==> src/stbc_pkg.sv <==
// Shared types, constants and alphabet helpers of the six-bit text codec.
// Used by every module of the codec; depends on nothing.
`timescale 1ns / 1ps
`default_nettype none

package stbc_pkg;

    // Register indexes of the configuration port.
    localparam int unsigned CFG_INDEX_W = 2;
    localparam logic [CFG_INDEX_W-1:0] REG_MODE            = 2'd0;
    localparam logic [CFG_INDEX_W-1:0] REG_EXPECTED_LENGTH = 2'd1;
    localparam logic [CFG_INDEX_W-1:0] REG_MAX_LENGTH      = 2'd2;
    localparam int unsigned CFG_DATA_W = 16;

    // Result status codes.
    localparam logic [1:0] STATUS_OK         = 2'd0;
    localparam logic [1:0] STATUS_BAD_LENGTH = 2'd1;
    localparam logic [1:0] STATUS_DONE       = 2'd2;

    // Characters with a meaning of their own.
    localparam logic [7:0] CHAR_NL   = 8'h0A;
    localparam logic [7:0] CHAR_CR   = 8'h0D;
    localparam logic [7:0] CHAR_HASH = 8'h23;
    localparam logic [7:0] CHAR_DASH = 8'h2D;
    localparam logic [7:0] CHAR_PLUS = 8'h2B;
    localparam logic [7:0] CHAR_SLASH = 8'h2F;
    localparam logic [7:0] CHAR_ZERO = 8'h30;
    localparam logic [7:0] CHAR_UPPER_A = 8'h41;
    localparam logic [7:0] CHAR_LOWER_A = 8'h61;

    // Most results one input item can cause.
    localparam int unsigned JOB_SLOTS = 5;

    typedef enum logic {
        MODE_ENCODE = 1'b0,
        MODE_DECODE = 1'b1
    } mode_t;

    // One queued job: the results caused by one input item. Only the last
    // result of a job can carry a status other than ok.
    typedef struct packed {
        logic [2:0]                 count;
        logic [1:0]                 last_status;
        logic [JOB_SLOTS-1:0][7:0]  data;
    } job_t;

    // Decoded alphabet character.
    typedef struct packed {
        logic       valid;
        logic [5:0] value;
    } sixbit_t;

    // Six-bit value to its alphabet character.
    function automatic logic [7:0] sixbit_to_char(input logic [5:0] v);
        logic [7:0] c;
        if (v < 6'd10) begin
            c = CHAR_ZERO + {2'b00, v};
        end else if (v < 6'd36) begin
            c = CHAR_UPPER_A + {2'b00, v - 6'd10};
        end else if (v < 6'd62) begin
            c = CHAR_LOWER_A + {2'b00, v - 6'd36};
        end else if (v == 6'd62) begin
            c = CHAR_PLUS;
        end else begin
            c = CHAR_SLASH;
        end
        return c;
    endfunction

    // Alphabet character to its six-bit value; foreign characters are not valid.
    function automatic sixbit_t char_to_sixbit(input logic [7:0] c);
        sixbit_t r;
        r.valid = 1'b1;
        r.value = 6'd0;
        if (c >= 8'h30 && c <= 8'h39) begin
            r.value = 6'(c - CHAR_ZERO);
        end else if (c >= 8'h41 && c <= 8'h5A) begin
            r.value = 6'(c - CHAR_UPPER_A + 8'd10);
        end else if (c >= 8'h61 && c <= 8'h7A) begin
            r.value = 6'(c - CHAR_LOWER_A + 8'd36);
        end else if (c == CHAR_PLUS) begin
            r.value = 6'd62;
        end else if (c == CHAR_SLASH) begin
            r.value = 6'd63;
        end else begin
            r.valid = 1'b0;
        end
        return r;
    endfunction

endpackage

`default_nettype wire

==> src/six_bit_text_codec.sv <==
// Top level of the six-bit text codec: front end, job queue and back end.
// Depends on stbc_pkg, stbc_front, stbc_queue and stbc_back.
//
//   Channel   Direction  Handshake            Payload
//   s_        in         s_valid / s_ready    s_in_byte, s_is_last
//   m_        out        m_valid / m_ready    m_out_byte, m_run_last, m_status
//   cfg_      in         cfg_wr_en            cfg_index, cfg_wr_data
//
// The front end takes one input request per cycle while the job queue has room
// and settles the whole item in that cycle. The back end hands out one result
// per cycle while m_ready is high, so throughput is set by the result count: an
// encoded group of three bytes gives four or five characters. With the back end
// idle, the first result of an item goes through the job queue and then the back
// end's job register before it is offered.
// Reset is synchronous and active low; there is no clearing pass.
`timescale 1ns / 1ps
`default_nettype none

module six_bit_text_codec #(
    parameter int unsigned LINE_CHARS  = 80,
    parameter int unsigned QUEUE_DEPTH = 4
) (
    input  wire                                 aclk,
    input  wire                                 aresetn,
    input  wire                                 cfg_wr_en,
    input  wire  [stbc_pkg::CFG_INDEX_W-1:0]    cfg_index,
    input  wire  [stbc_pkg::CFG_DATA_W-1:0]     cfg_wr_data,
    input  wire                                 s_valid,
    output logic                                s_ready,
    input  wire  [7:0]                          s_in_byte,
    input  wire                                 s_is_last,
    output logic                                m_valid,
    input  wire                                 m_ready,
    output logic [7:0]                          m_out_byte,
    output logic                                m_run_last,
    output logic [1:0]                          m_status
);

    stbc_pkg::job_t  front_job;
    stbc_pkg::job_t  queue_job;
    logic            job_push;
    logic            queue_full;
    logic            queue_empty;
    logic            queue_pop;

    // Classify items and build jobs.
    stbc_front #(
        .LINE_CHARS (LINE_CHARS)
    ) u_front (
        .aclk        (aclk),
        .aresetn     (aresetn),
        .cfg_wr_en   (cfg_wr_en),
        .cfg_index   (cfg_index),
        .cfg_wr_data (cfg_wr_data),
        .s_valid     (s_valid),
        .s_ready     (s_ready),
        .s_in_byte   (s_in_byte),
        .s_is_last   (s_is_last),
        .queue_full  (queue_full),
        .job_push    (job_push),
        .job         (front_job)
    );

    // Decouple the two ends.
    stbc_queue #(
        .DEPTH (QUEUE_DEPTH)
    ) u_queue (
        .aclk      (aclk),
        .aresetn   (aresetn),
        .push      (job_push),
        .push_data (front_job),
        .full      (queue_full),
        .pop       (queue_pop),
        .pop_data  (queue_job),
        .empty     (queue_empty)
    );

    // Serialize results.
    stbc_back u_back (
        .aclk       (aclk),
        .aresetn    (aresetn),
        .q_empty    (queue_empty),
        .q_data     (queue_job),
        .q_pop      (queue_pop),
        .m_valid    (m_valid),
        .m_ready    (m_ready),
        .m_out_byte (m_out_byte),
        .m_run_last (m_run_last),
        .m_status   (m_status)
    );

endmodule

`default_nettype wire

==> src/stbc_front.sv <==
// Front end of the six-bit text codec: configuration registers, stream state,
// and turning each accepted input request into one job. Depends on stbc_pkg.
`timescale 1ns / 1ps
`default_nettype none

module stbc_front #(
    parameter int unsigned LINE_CHARS = 80
) (
    input  wire                                  aclk,
    input  wire                                  aresetn,
    input  wire                                  cfg_wr_en,
    input  wire  [stbc_pkg::CFG_INDEX_W-1:0]     cfg_index,
    input  wire  [stbc_pkg::CFG_DATA_W-1:0]      cfg_wr_data,
    input  wire                                  s_valid,
    output logic                                 s_ready,
    input  wire  [7:0]                           s_in_byte,
    input  wire                                  s_is_last,
    input  wire                                  queue_full,
    output logic                                 job_push,
    output stbc_pkg::job_t                       job
);

    // Lines break between four-character groups only.
    localparam int unsigned LineLimit = (LINE_CHARS < 4) ? 4 : (LINE_CHARS - (LINE_CHARS % 4));
    localparam int unsigned LpW = $clog2(LineLimit + 1);
    localparam logic [LpW:0] LineLimitV = (LpW + 1)'(LineLimit);

    stbc_pkg::mode_t mode_reg;
    logic [15:0]     expected_reg;
    logic [15:0]     max_reg;

    logic [23:0]     bits_reg, bits_next;
    logic [2:0]      fill_reg, fill_next;
    logic [2:0]      valid_reg, valid_next;
    logic [LpW-1:0]  lp_reg, lp_next;
    logic [15:0]     produced_reg, produced_next;
    logic            line_start_reg, line_start_next;
    logic            stopped_reg, stopped_next;

    logic            accept;
    logic            len_bad;
    logic            flush_now;
    logic            emit;
    logic            newline;
    logic [2:0]      flush_count;
    logic [15:0]     remaining;
    logic [LpW:0]    lp_after;
    stbc_pkg::sixbit_t sym;
    logic [23:0]     sym_shifted;
    logic [23:0]     byte_shifted;

    assign s_ready = !queue_full;
    assign accept  = s_valid && !queue_full;
    assign job_push = accept && (job.count != 3'd0);

    assign len_bad = (expected_reg == 16'd0) || (expected_reg > max_reg);
    assign sym     = stbc_pkg::char_to_sixbit(s_in_byte);

    // Place a character value or a byte at the current group position.
    always_comb begin
        unique case (fill_reg[1:0])
            2'd0:    sym_shifted = {sym.value, 18'd0};
            2'd1:    sym_shifted = {6'd0, sym.value, 12'd0};
            2'd2:    sym_shifted = {12'd0, sym.value, 6'd0};
            default: sym_shifted = {18'd0, sym.value};
        endcase
        unique case (fill_reg[1:0])
            2'd0:    byte_shifted = {s_in_byte, 16'd0};
            2'd1:    byte_shifted = {8'd0, s_in_byte, 8'd0};
            default: byte_shifted = {16'd0, s_in_byte};
        endcase
    end

    // Next stream state and the job for the item on the input.
    always_comb begin
        bits_next       = bits_reg;
        fill_next       = fill_reg;
        valid_next      = valid_reg;
        lp_next         = lp_reg;
        produced_next   = produced_reg;
        line_start_next = line_start_reg;
        stopped_next    = stopped_reg;
        flush_now       = 1'b0;
        emit            = 1'b0;
        newline         = 1'b0;
        flush_count     = 3'd0;
        remaining       = 16'd0;
        lp_after        = {1'b0, lp_reg} + (LpW + 1)'(4);
        job.count       = 3'd0;
        job.last_status = stbc_pkg::STATUS_OK;
        job.data        = '0;

        if (mode_reg == stbc_pkg::MODE_ENCODE) begin
            // Gather bytes; a full or final group gives four characters.
            bits_next = bits_reg | byte_shifted;
            fill_next = fill_reg + 3'd1;
            emit      = (fill_next == 3'd3) || s_is_last;
            if (emit) begin
                newline     = s_is_last || (lp_after >= LineLimitV);
                job.data[0] = stbc_pkg::sixbit_to_char(bits_next[23:18]);
                job.data[1] = stbc_pkg::sixbit_to_char(bits_next[17:12]);
                job.data[2] = stbc_pkg::sixbit_to_char(bits_next[11:6]);
                job.data[3] = stbc_pkg::sixbit_to_char(bits_next[5:0]);
                job.data[4] = stbc_pkg::CHAR_NL;
                job.count   = newline ? 3'd5 : 3'd4;
                lp_next     = newline ? '0 : lp_after[LpW-1:0];
                bits_next   = '0;
                fill_next   = 3'd0;
            end
        end else if (len_bad) begin
            // Bad length setting: report it and leave the stream alone.
            job.count       = 3'd1;
            job.last_status = stbc_pkg::STATUS_BAD_LENGTH;
        end else begin
            if (!stopped_reg && (s_in_byte != stbc_pkg::CHAR_CR)) begin
                if (s_in_byte == stbc_pkg::CHAR_NL) begin
                    flush_now       = 1'b1;
                    line_start_next = 1'b1;
                end else if (line_start_reg && ((s_in_byte == stbc_pkg::CHAR_HASH) ||
                                                (s_in_byte == stbc_pkg::CHAR_DASH))) begin
                    stopped_next    = 1'b1;
                    job.count       = 3'd1;
                    job.last_status = stbc_pkg::STATUS_DONE;
                end else begin
                    line_start_next = 1'b0;
                    if (sym.valid) begin
                        bits_next  = bits_reg | sym_shifted;
                        valid_next = valid_reg + 3'd1;
                    end
                    fill_next = fill_reg + 3'd1;
                    flush_now = (fill_next == 3'd4);
                end
            end
            if (s_is_last && !stopped_next) begin
                flush_now = 1'b1;
            end

            // Flush the group: two to four valid characters give one to three bytes.
            if (flush_now) begin
                flush_count = (valid_next >= 3'd2) ? (valid_next - 3'd1) : 3'd0;
                remaining   = expected_reg - produced_reg;
                job.data[0] = bits_next[23:16];
                job.data[1] = bits_next[15:8];
                job.data[2] = bits_next[7:0];
                if (flush_count != 3'd0) begin
                    if (produced_reg >= expected_reg) begin
                        stopped_next = 1'b1;
                    end else if (remaining <= {13'd0, flush_count}) begin
                        job.count       = remaining[2:0];
                        job.last_status = stbc_pkg::STATUS_DONE;
                        produced_next   = expected_reg;
                        stopped_next    = 1'b1;
                    end else begin
                        job.count     = flush_count;
                        produced_next = produced_reg + {13'd0, flush_count};
                    end
                end
                bits_next  = '0;
                fill_next  = 3'd0;
                valid_next = 3'd0;
            end
        end

        // The final item of a stream clears the stream state.
        if (s_is_last) begin
            bits_next       = '0;
            fill_next       = 3'd0;
            valid_next      = 3'd0;
            lp_next         = '0;
            produced_next   = 16'd0;
            line_start_next = 1'b1;
            stopped_next    = 1'b0;
        end
    end

    // Configuration and stream state registers.
    always_ff @(posedge aclk) begin
        if (!aresetn) begin
            mode_reg       <= stbc_pkg::MODE_ENCODE;
            expected_reg   <= 16'd0;
            max_reg        <= 16'hFFFF;
            bits_reg       <= '0;
            fill_reg       <= 3'd0;
            valid_reg      <= 3'd0;
            lp_reg         <= '0;
            produced_reg   <= 16'd0;
            line_start_reg <= 1'b1;
            stopped_reg    <= 1'b0;
        end else if (cfg_wr_en) begin
            unique case (cfg_index)
                stbc_pkg::REG_MODE: begin
                    mode_reg       <= stbc_pkg::mode_t'(cfg_wr_data[0]);
                    bits_reg       <= '0;
                    fill_reg       <= 3'd0;
                    valid_reg      <= 3'd0;
                    lp_reg         <= '0;
                    produced_reg   <= 16'd0;
                    line_start_reg <= 1'b1;
                    stopped_reg    <= 1'b0;
                end
                stbc_pkg::REG_EXPECTED_LENGTH: expected_reg <= cfg_wr_data;
                stbc_pkg::REG_MAX_LENGTH:      max_reg      <= cfg_wr_data;
                default: begin
                end
            endcase
        end else if (accept) begin
            bits_reg       <= bits_next;
            fill_reg       <= fill_next;
            valid_reg      <= valid_next;
            lp_reg         <= lp_next;
            produced_reg   <= produced_next;
            line_start_reg <= line_start_next;
            stopped_reg    <= stopped_next;
        end
    end

endmodule

`default_nettype wire

==> src/stbc_queue.sv <==
// Short job queue between the front end and the back end of the codec.
// Depends on stbc_pkg for the job type.
`timescale 1ns / 1ps
`default_nettype none

module stbc_queue #(
    parameter int unsigned DEPTH = 4
) (
    input  wire             aclk,
    input  wire             aresetn,
    input  wire             push,
    input  stbc_pkg::job_t  push_data,
    output logic            full,
    input  wire             pop,
    output stbc_pkg::job_t  pop_data,
    output logic            empty
);

    localparam int unsigned PtrW = (DEPTH > 1) ? $clog2(DEPTH) : 1;
    localparam int unsigned CntW = $clog2(DEPTH + 1);
    localparam logic [PtrW-1:0] LastPtr = PtrW'(DEPTH - 1);
    localparam logic [CntW-1:0] DepthV  = CntW'(DEPTH);

    stbc_pkg::job_t     entry_reg [DEPTH];
    logic [PtrW-1:0]    wr_ptr_reg;
    logic [PtrW-1:0]    rd_ptr_reg;
    logic [CntW-1:0]    count_reg;
    logic               do_push;
    logic               do_pop;

    assign full     = (count_reg == DepthV);
    assign empty    = (count_reg == '0);
    assign do_push  = push && !full;
    assign do_pop   = pop && !empty;
    assign pop_data = entry_reg[rd_ptr_reg];

    // Storage is written at the tail only.
    always_ff @(posedge aclk) begin
        if (do_push) begin
            entry_reg[wr_ptr_reg] <= push_data;
        end
    end

    // Pointers and fill count.
    always_ff @(posedge aclk) begin
        if (!aresetn) begin
            wr_ptr_reg <= '0;
            rd_ptr_reg <= '0;
            count_reg  <= '0;
        end else begin
            if (do_push) begin
                wr_ptr_reg <= (wr_ptr_reg == LastPtr) ? '0 : wr_ptr_reg + PtrW'(1);
            end
            if (do_pop) begin
                rd_ptr_reg <= (rd_ptr_reg == LastPtr) ? '0 : rd_ptr_reg + PtrW'(1);
            end
            if (do_push && !do_pop) begin
                count_reg <= count_reg + CntW'(1);
            end else if (do_pop && !do_push) begin
                count_reg <= count_reg - CntW'(1);
            end
        end
    end

endmodule

`default_nettype wire

==> src/stbc_back.sv <==
// Back end of the codec: takes jobs from the queue and hands their results
// out one per cycle while m_ready is high. Depends on stbc_pkg.
`timescale 1ns / 1ps
`default_nettype none

module stbc_back (
    input  wire             aclk,
    input  wire             aresetn,
    input  wire             q_empty,
    input  stbc_pkg::job_t  q_data,
    output logic            q_pop,
    output logic            m_valid,
    input  wire             m_ready,
    output logic [7:0]      m_out_byte,
    output logic            m_run_last,
    output logic [1:0]      m_status
);

    stbc_pkg::job_t  job_reg;
    logic [2:0]      idx_reg;
    logic            busy_reg;
    logic            at_last;

    assign at_last = (idx_reg == (job_reg.count - 3'd1));

    // Load the next job when idle or when the last result is taken.
    assign q_pop = !q_empty && (!busy_reg || (m_ready && at_last));

    assign m_valid    = busy_reg;
    assign m_out_byte = job_reg.data[idx_reg];
    assign m_run_last = at_last;
    assign m_status   = at_last ? job_reg.last_status : stbc_pkg::STATUS_OK;

    // Job payload needs no reset.
    always_ff @(posedge aclk) begin
        if (q_pop) begin
            job_reg <= q_data;
        end
    end

    // Result index and busy flag.
    always_ff @(posedge aclk) begin
        if (!aresetn) begin
            busy_reg <= 1'b0;
            idx_reg  <= 3'd0;
        end else if (q_pop) begin
            busy_reg <= 1'b1;
            idx_reg  <= 3'd0;
        end else if (busy_reg && m_ready) begin
            if (at_last) begin
                busy_reg <= 1'b0;
            end else begin
                idx_reg <= idx_reg + 3'd1;
            end
        end
    end

endmodule

`default_nettype wire
==> config.mk <==
export PLATFORM = sky130hd
export DESIGN_NAME = six_bit_text_codec
export DESIGN_NICKNAME = d
export VERILOG_FILES = /design/src/stbc_pkg.sv /design/src/six_bit_text_codec.sv /design/src/stbc_front.sv /design/src/stbc_queue.sv /design/src/stbc_back.sv
export SDC_FILE = /design/constraint.sdc
export NUM_CORES = 1
export LEC_CHECK = 0
export ABC_AREA = 1
export BUFFER_PORTS_ARGS = -buffer_cell sky130_fd_sc_hd__clkbuf_2
export CAP_MARGIN = 30
export CORE_ASPECT_RATIO = 1.2
export CORE_MARGIN = 3
export CORE_UTILIZATION = 40
export DETAILED_ROUTE_END_ITERATION = 10
export GPL_TIMING_DRIVEN = 0
export PLACE_DENSITY_LB_ADDON = 0.1
export SLEW_MARGIN = 20
export SYNTH_ARGS = -nofsm -noshare
export SYNTH_HDL_FRONTEND = slang
export SYNTH_SLANG_ARGS = --single-unit
export TNS_END_PERCENT = 30
==> constraint.sdc <==
create_clock -name aclk -period 8.5 [get_ports aclk]
set_input_delay 0.425 -clock aclk [delete_from_list [all_inputs] [get_ports aclk]]
set_output_delay 0.425 -clock aclk [all_outputs]
set_load 0.005 [all_outputs]
== Yosys cells after proc, flatten, opt, wreduce, memory -nomap -nowiden ==
Memories as Yosys holds them, arrays and structs flattened. A register that Yosys moved wholly into a read port is not among the register bits.
Index checks and enable logic that the tools add are counted.

* Flip-flop bits (word level): 107
* Bits in writable memories: 164
* Input bits: 32
* Memories kept: 1

* Add/subtract/negate cells: 37
* Magnitude comparators: 24
* Eq/ne operators: 29
* Mux-type cells: 141
* Bitwise gates (word level): 4
* Reductions and logical operators: 54

{| class="wikitable"
|+ Memories
! name !! depth !! width !! read ports !! clocked after Yosys merged registers in !! write ports !! RTL line !! text
|-
| u_queue.entry_reg || 4 || 41 || 1 || 1 || 1 || stbc_queue.sv:24 || <nowiki>stbc_pkg::job_t entry_reg [DEPTH];</nowiki>
|}

{| class="wikitable"
|+ Operators with widths
! kind !! number
|-
| $mux W24 || 15
|-
| $mux W16 || 10
|-
| $mux W8 || 13
|-
| $mux W3 || 34
|-
| $pmux W24 S3 || 1
|-
| $add A7 B6 Y8 const A || 8
|-
| $mux W7 || 7
|-
| $lt A6 B6 Y1 const B || 8
|-
| $or A24 B24 Y24 || 2
|-
| $pmux W24 S2 || 1
|-
| $mux W1 || 41
|-
| $mux W36 || 1
|-
| $sub A6 B6 Y6 const B || 6
|-
| $eq A8 B6 Y1 const B || 4
|-
| $mux W5 || 6
|-
| $mux W6 || 5
|-
| $add A6 B6 Y7 const A || 4
|-
| $bmux W8 S3 || 1
|-
| $eq A6 B6 Y1 const B || 4
|-
| $ge A8 B7 Y1 const B || 3
|-
| $lt A6 B4 Y1 const B || 4
|-
| $sub A6 B4 Y6 const B || 4
|-
| $reduce_bool A3 Y1 || 7
|-
| $add A16 B3 Y16 || 1
|-
| 44 further kinds || 99
|}

== Longest topological paths before layout ==
* Word-level depth: 28
* Mapped depth: 44
* Depth with buffers taken out: 43

== By module ==
Synthesis repeated with hierarchy kept, for this count alone.

* Cell total of the unflattened synthesis: 2,173
* Area total of the unflattened synthesis: 18,819.3 µm²

{| class="wikitable"
|+ By module, submodules not included
! module !! times used !! cells each !! area an instance (µm²)
|-
| stbc_front || 1 || 1,501 || 9,497.9
|-
| stbc_queue || 1 || 507 || 7,305.8
|-
| stbc_back || 1 || 165 || 2,015.7
|}

== Worst setup path after synthesis ==
No wires, ideal clock.

* Path type: input to register
* Start: input s_in_byte[4]
* End: memory u_queue.entry_reg[3][0] (netlist name) (enable)
* Setup time: 0.433 ns
* Arrival: 5.592 ns
* Data required time: 8.067 ns
* Path slack: 2.474 ns
* Cell stages on the path: 31
* Buffers on the path: 1
* Cell sequence: clkbuf_1 > inv_1 > ha_1 > inv_1 > nor2_1 > nand2_1 > nand2_1 > nand3b_1 > nand3_4 > nand2_4 > xor2_2 > ha_1 > inv_1 > nand3_4 > nand2_1 > ha_1 > a21oi_1 > nor2_1 > o21ai_0 > nand2_1 > a21oi_1 > nand2_1 > nor2_1 > nand3_1 > nand2_1 > nand2_1 > nor3_2 > nor2_1 > nand3_2 > nand2_4 > nor2_1

{| class="wikitable"
|+ RTL lines
! item !! RTL line !! text
|-
| from (decl) || six_bit_text_codec.sv:30 || <nowiki>input wire [7:0] s_in_byte,</nowiki>
|-
| to (decl) || stbc_queue.sv:24 ||
|}

==> flow_summary.toml <==
[detailed_routing]
first_pass_iters = 5
ant_nets = 0
num_vias = 14300
routedWlPerCell_um = 18.7
wirelength_um = 49900
drc = 0
routed_via_density = 5.36
dr.first_iter.drc_count = 1055

[setup_path]
crit_path_end_kind = "flip-flop"
critPathArrivalTime_ns = 6.60
worstPathMaxFanout = 9
crit_top_cell = "nand2_1"
critical_path.max_stage_delay_ns = 0.46
cpMaxStageDelayCell = "clkbuf_1"
startpoint_type = "primary input"
crit_required_ns = 8.94
critical_path_class = "primary input to flip-flop"

[layout]
multi_input_area_um2 = 8170
largest_register_ffs = 152
fillers = 4124
instances_no_fill = 2675
area.growth.synth_to_final_pct = 12.6
post-route-util_pct = 45.7
drive_gt1_share_pct = 8.03
final_area_um2 = 19100
n_antenna_cell = 0
regArea_um2 = 7650
nets = 2256

[hold_path]
hold_path_class = "primary input to flip-flop"

[synth]
netlist.area_leader.share_pct = 33.6
synth_ff_type = "edfxtp_1"
synth.most_common_cell = "nand2_1"
synth_nets = 2172
synth_xor_area_share_pct = 3.19
synth_mux_area_share_pct = 0
ys_ff_latch = 287
synth-edff-count = 190
synth_adder_area_share_pct = 8.90
synth_area_um2 = 17000
synth_top_family_by_area = "compound AO/OA/AOI/OAI gates"
syn_inst = 2021
synthSimpleGateAreaFrac_pct = 17.9
synthArstFlopShare_pct = 0
ys_seq_area_share_pct = 45.0
avgSynthCellArea_um2 = 8.40
yosys.area.top_type = "edfxtp_1"
synth_area_leaders = "edfxtp_1 34%, dfxtp_1 11%, ha_1 8.5%"
yosysWarnings = 0
synthDistinctLibCells = 58
synth_compound_area_share_pct = 17.9
synth_common_cells = "319 x nand2_1, 234 x nor2_1, 222 x inv_1, 190 x edfxtp_1, 188 x a21oi_1"

[timing]
slew_viol_final = 0
hold_viol = 0
rsz0062_at_grt = "false"
fin_crit_sh_pct = 72.4
worstMarginPinSlew_ns = 0.952
setup_violations = 0
holdWs_ns = 0.103
period_needed_ns = 6.16
setup_slack_ns = 2.34
skew_ns = 0.0126
fmax_mhz = 162
final.setup.tns_ns = 0
max-slew-margin-rel_pct = 36.6

[clocking]
ctsHoldBuffers = 0
cts_tree = "built"
cts_buffers = 30
clk_pin_slew_ns = 0.06
cts.repair.resized = 0
h-tree-depth = 1
cts_buffer_depth = 3
cts.root.buffer_cell = "clkbuf_16"
postCtsSetupBuffers = 0
clk_latency_ns = 0.56
clkSinkCount = 287

[placement]
dp_hpwl_um = 37100
io_buffers = 44
postPlaceCellArea_um2 = 18100
place_inst = 2619
pre_cts_ws_ns = 1.72
gp_routability_congestion = 0.866

[die]
num_rows = 82
fp.dieArea_um2 = 45000
start_util_pct = 40.6
num_io_pins = 45
die_width_um = 194
die_h_um = 232
core_um2 = 41900

[grt]
grt_max_degree = 22
grt_pass1_vias = 14100
grt.total_usage_pct = 21.6
grt_pass1_wl_um = 78000
grt_overflow = 0
antenna_found_initial = 0

[run_status]
status = "complete, no violations"

[pwr]
power_mw = 4.69
peakVddDrop_mv = 0.198
p_leak_nw = 7.99
power.density_nw_per_um2 = 245

[flow_run]
maxCapViolations = 0
## logic make-up (layout without fill, tap and decap cells)
family / count (synthesis) / in the layout
xor+xnor: 61 / 61
compound gates: 533 / 533
simple gates: 710 / 710
fa+ha+maj: 119 / 119
flops: 287 / 287
buf+inv: 311 / 419
## layout by cell type (no fill, tap or decap), drive strengths merged, types with 6 or more instances in the layout
| cell type | Yosys | layout |
|---|---|---|
| nand2 | 337 | 337 |
| nor2 | 237 | 237 |
| inv | 228 | 229 |
| a21oi | 198 | 198 |
| edfxtp | 190 | 190 |
| o21ai | 187 | 187 |
| clkbuf | 69 | 151 |
| ha | 116 | 116 |
| dfxtp | 97 | 97 |
| nand3 | 81 | 81 |
| o22ai | 57 | 57 |
| xor2 | 48 | 48 |
| o211ai | 44 | 44 |
| clkinv | 6 | 18 |
| nor3 | 17 | 17 |
| o2111ai | 16 | 16 |
| nand4 | 15 | 15 |
| buf | 8 | 15 |
| xnor2 | 13 | 13 |
| or2 | 12 | 12 |
| nor4 | 6 | 6 |
## worst paths after layout
path / slack [ns] / start / endpoint / cells past startpoint
worst max-delay path: 2.34 / s_in_byte[4] / u_queue.count_reg[2]$_SDFFE_PN0P_ / 39
worst min-delay path: 0.10 / cfg_wr_data[10] / u_front.max_reg[10]$_SDFFE_PN1P_ / 3
worst max register to register: 3.23 / u_front.stopped_reg$_SDFFE_PN0P_ / u_queue.count_reg[2]$_SDFFE_PN0P_ / 32
worst min register to register: 0.48 / u_front.bits_reg[20]$_SDFFE_PN0P_ / u_front.bits_reg[20]$_SDFFE_PN0P_ / 2
## final cells by class
class	instances	share of cell area, %
multi-input combinational	1423	42.7
sequential	287	40.0
inverter	234	4.61
clock buffer	38	4.25
tap	546	3.57
timing repair buffer	52	1.98
buffer	77	1.67
clock inverter	18	1.19
## metal layers
metal | part of all wire [%] | global-route usage [%] | routed length [µm] | vias up
li1 | - | - | - | 7114
met1 | 44 | 27.6 | 21900 | 6775
met2 | 49 | 38.7 | 24300 | 377
met3 | 4.4 | 2.38 | 2180 | 78
met4 | 2.9 | 6.64 | 1460 | 0
met5 | 0 | 0 | 0 | -
## critical path, delay by kind of cell
| family | cells | cell delay, ns |
|---|---|---|
| compound gates | 7 | 0.91 |
| xor+xnor | 1 | 0.26 |
| fa+ha+maj | 5 | 1.29 |
| buf+inv | 7 | 1.12 |
| simple gates | 19 | 2.58 |
## power by group
group          switching (mW)  internal, mW  leakage [nW]  total (mW)
Sequential             0.0962          1.77          2.56        1.87
Clock                   0.562         0.829         0.514        1.39
Combinational           0.989         0.448          4.91        1.44
No activity file was read; power rests on OpenSTA's default activity.
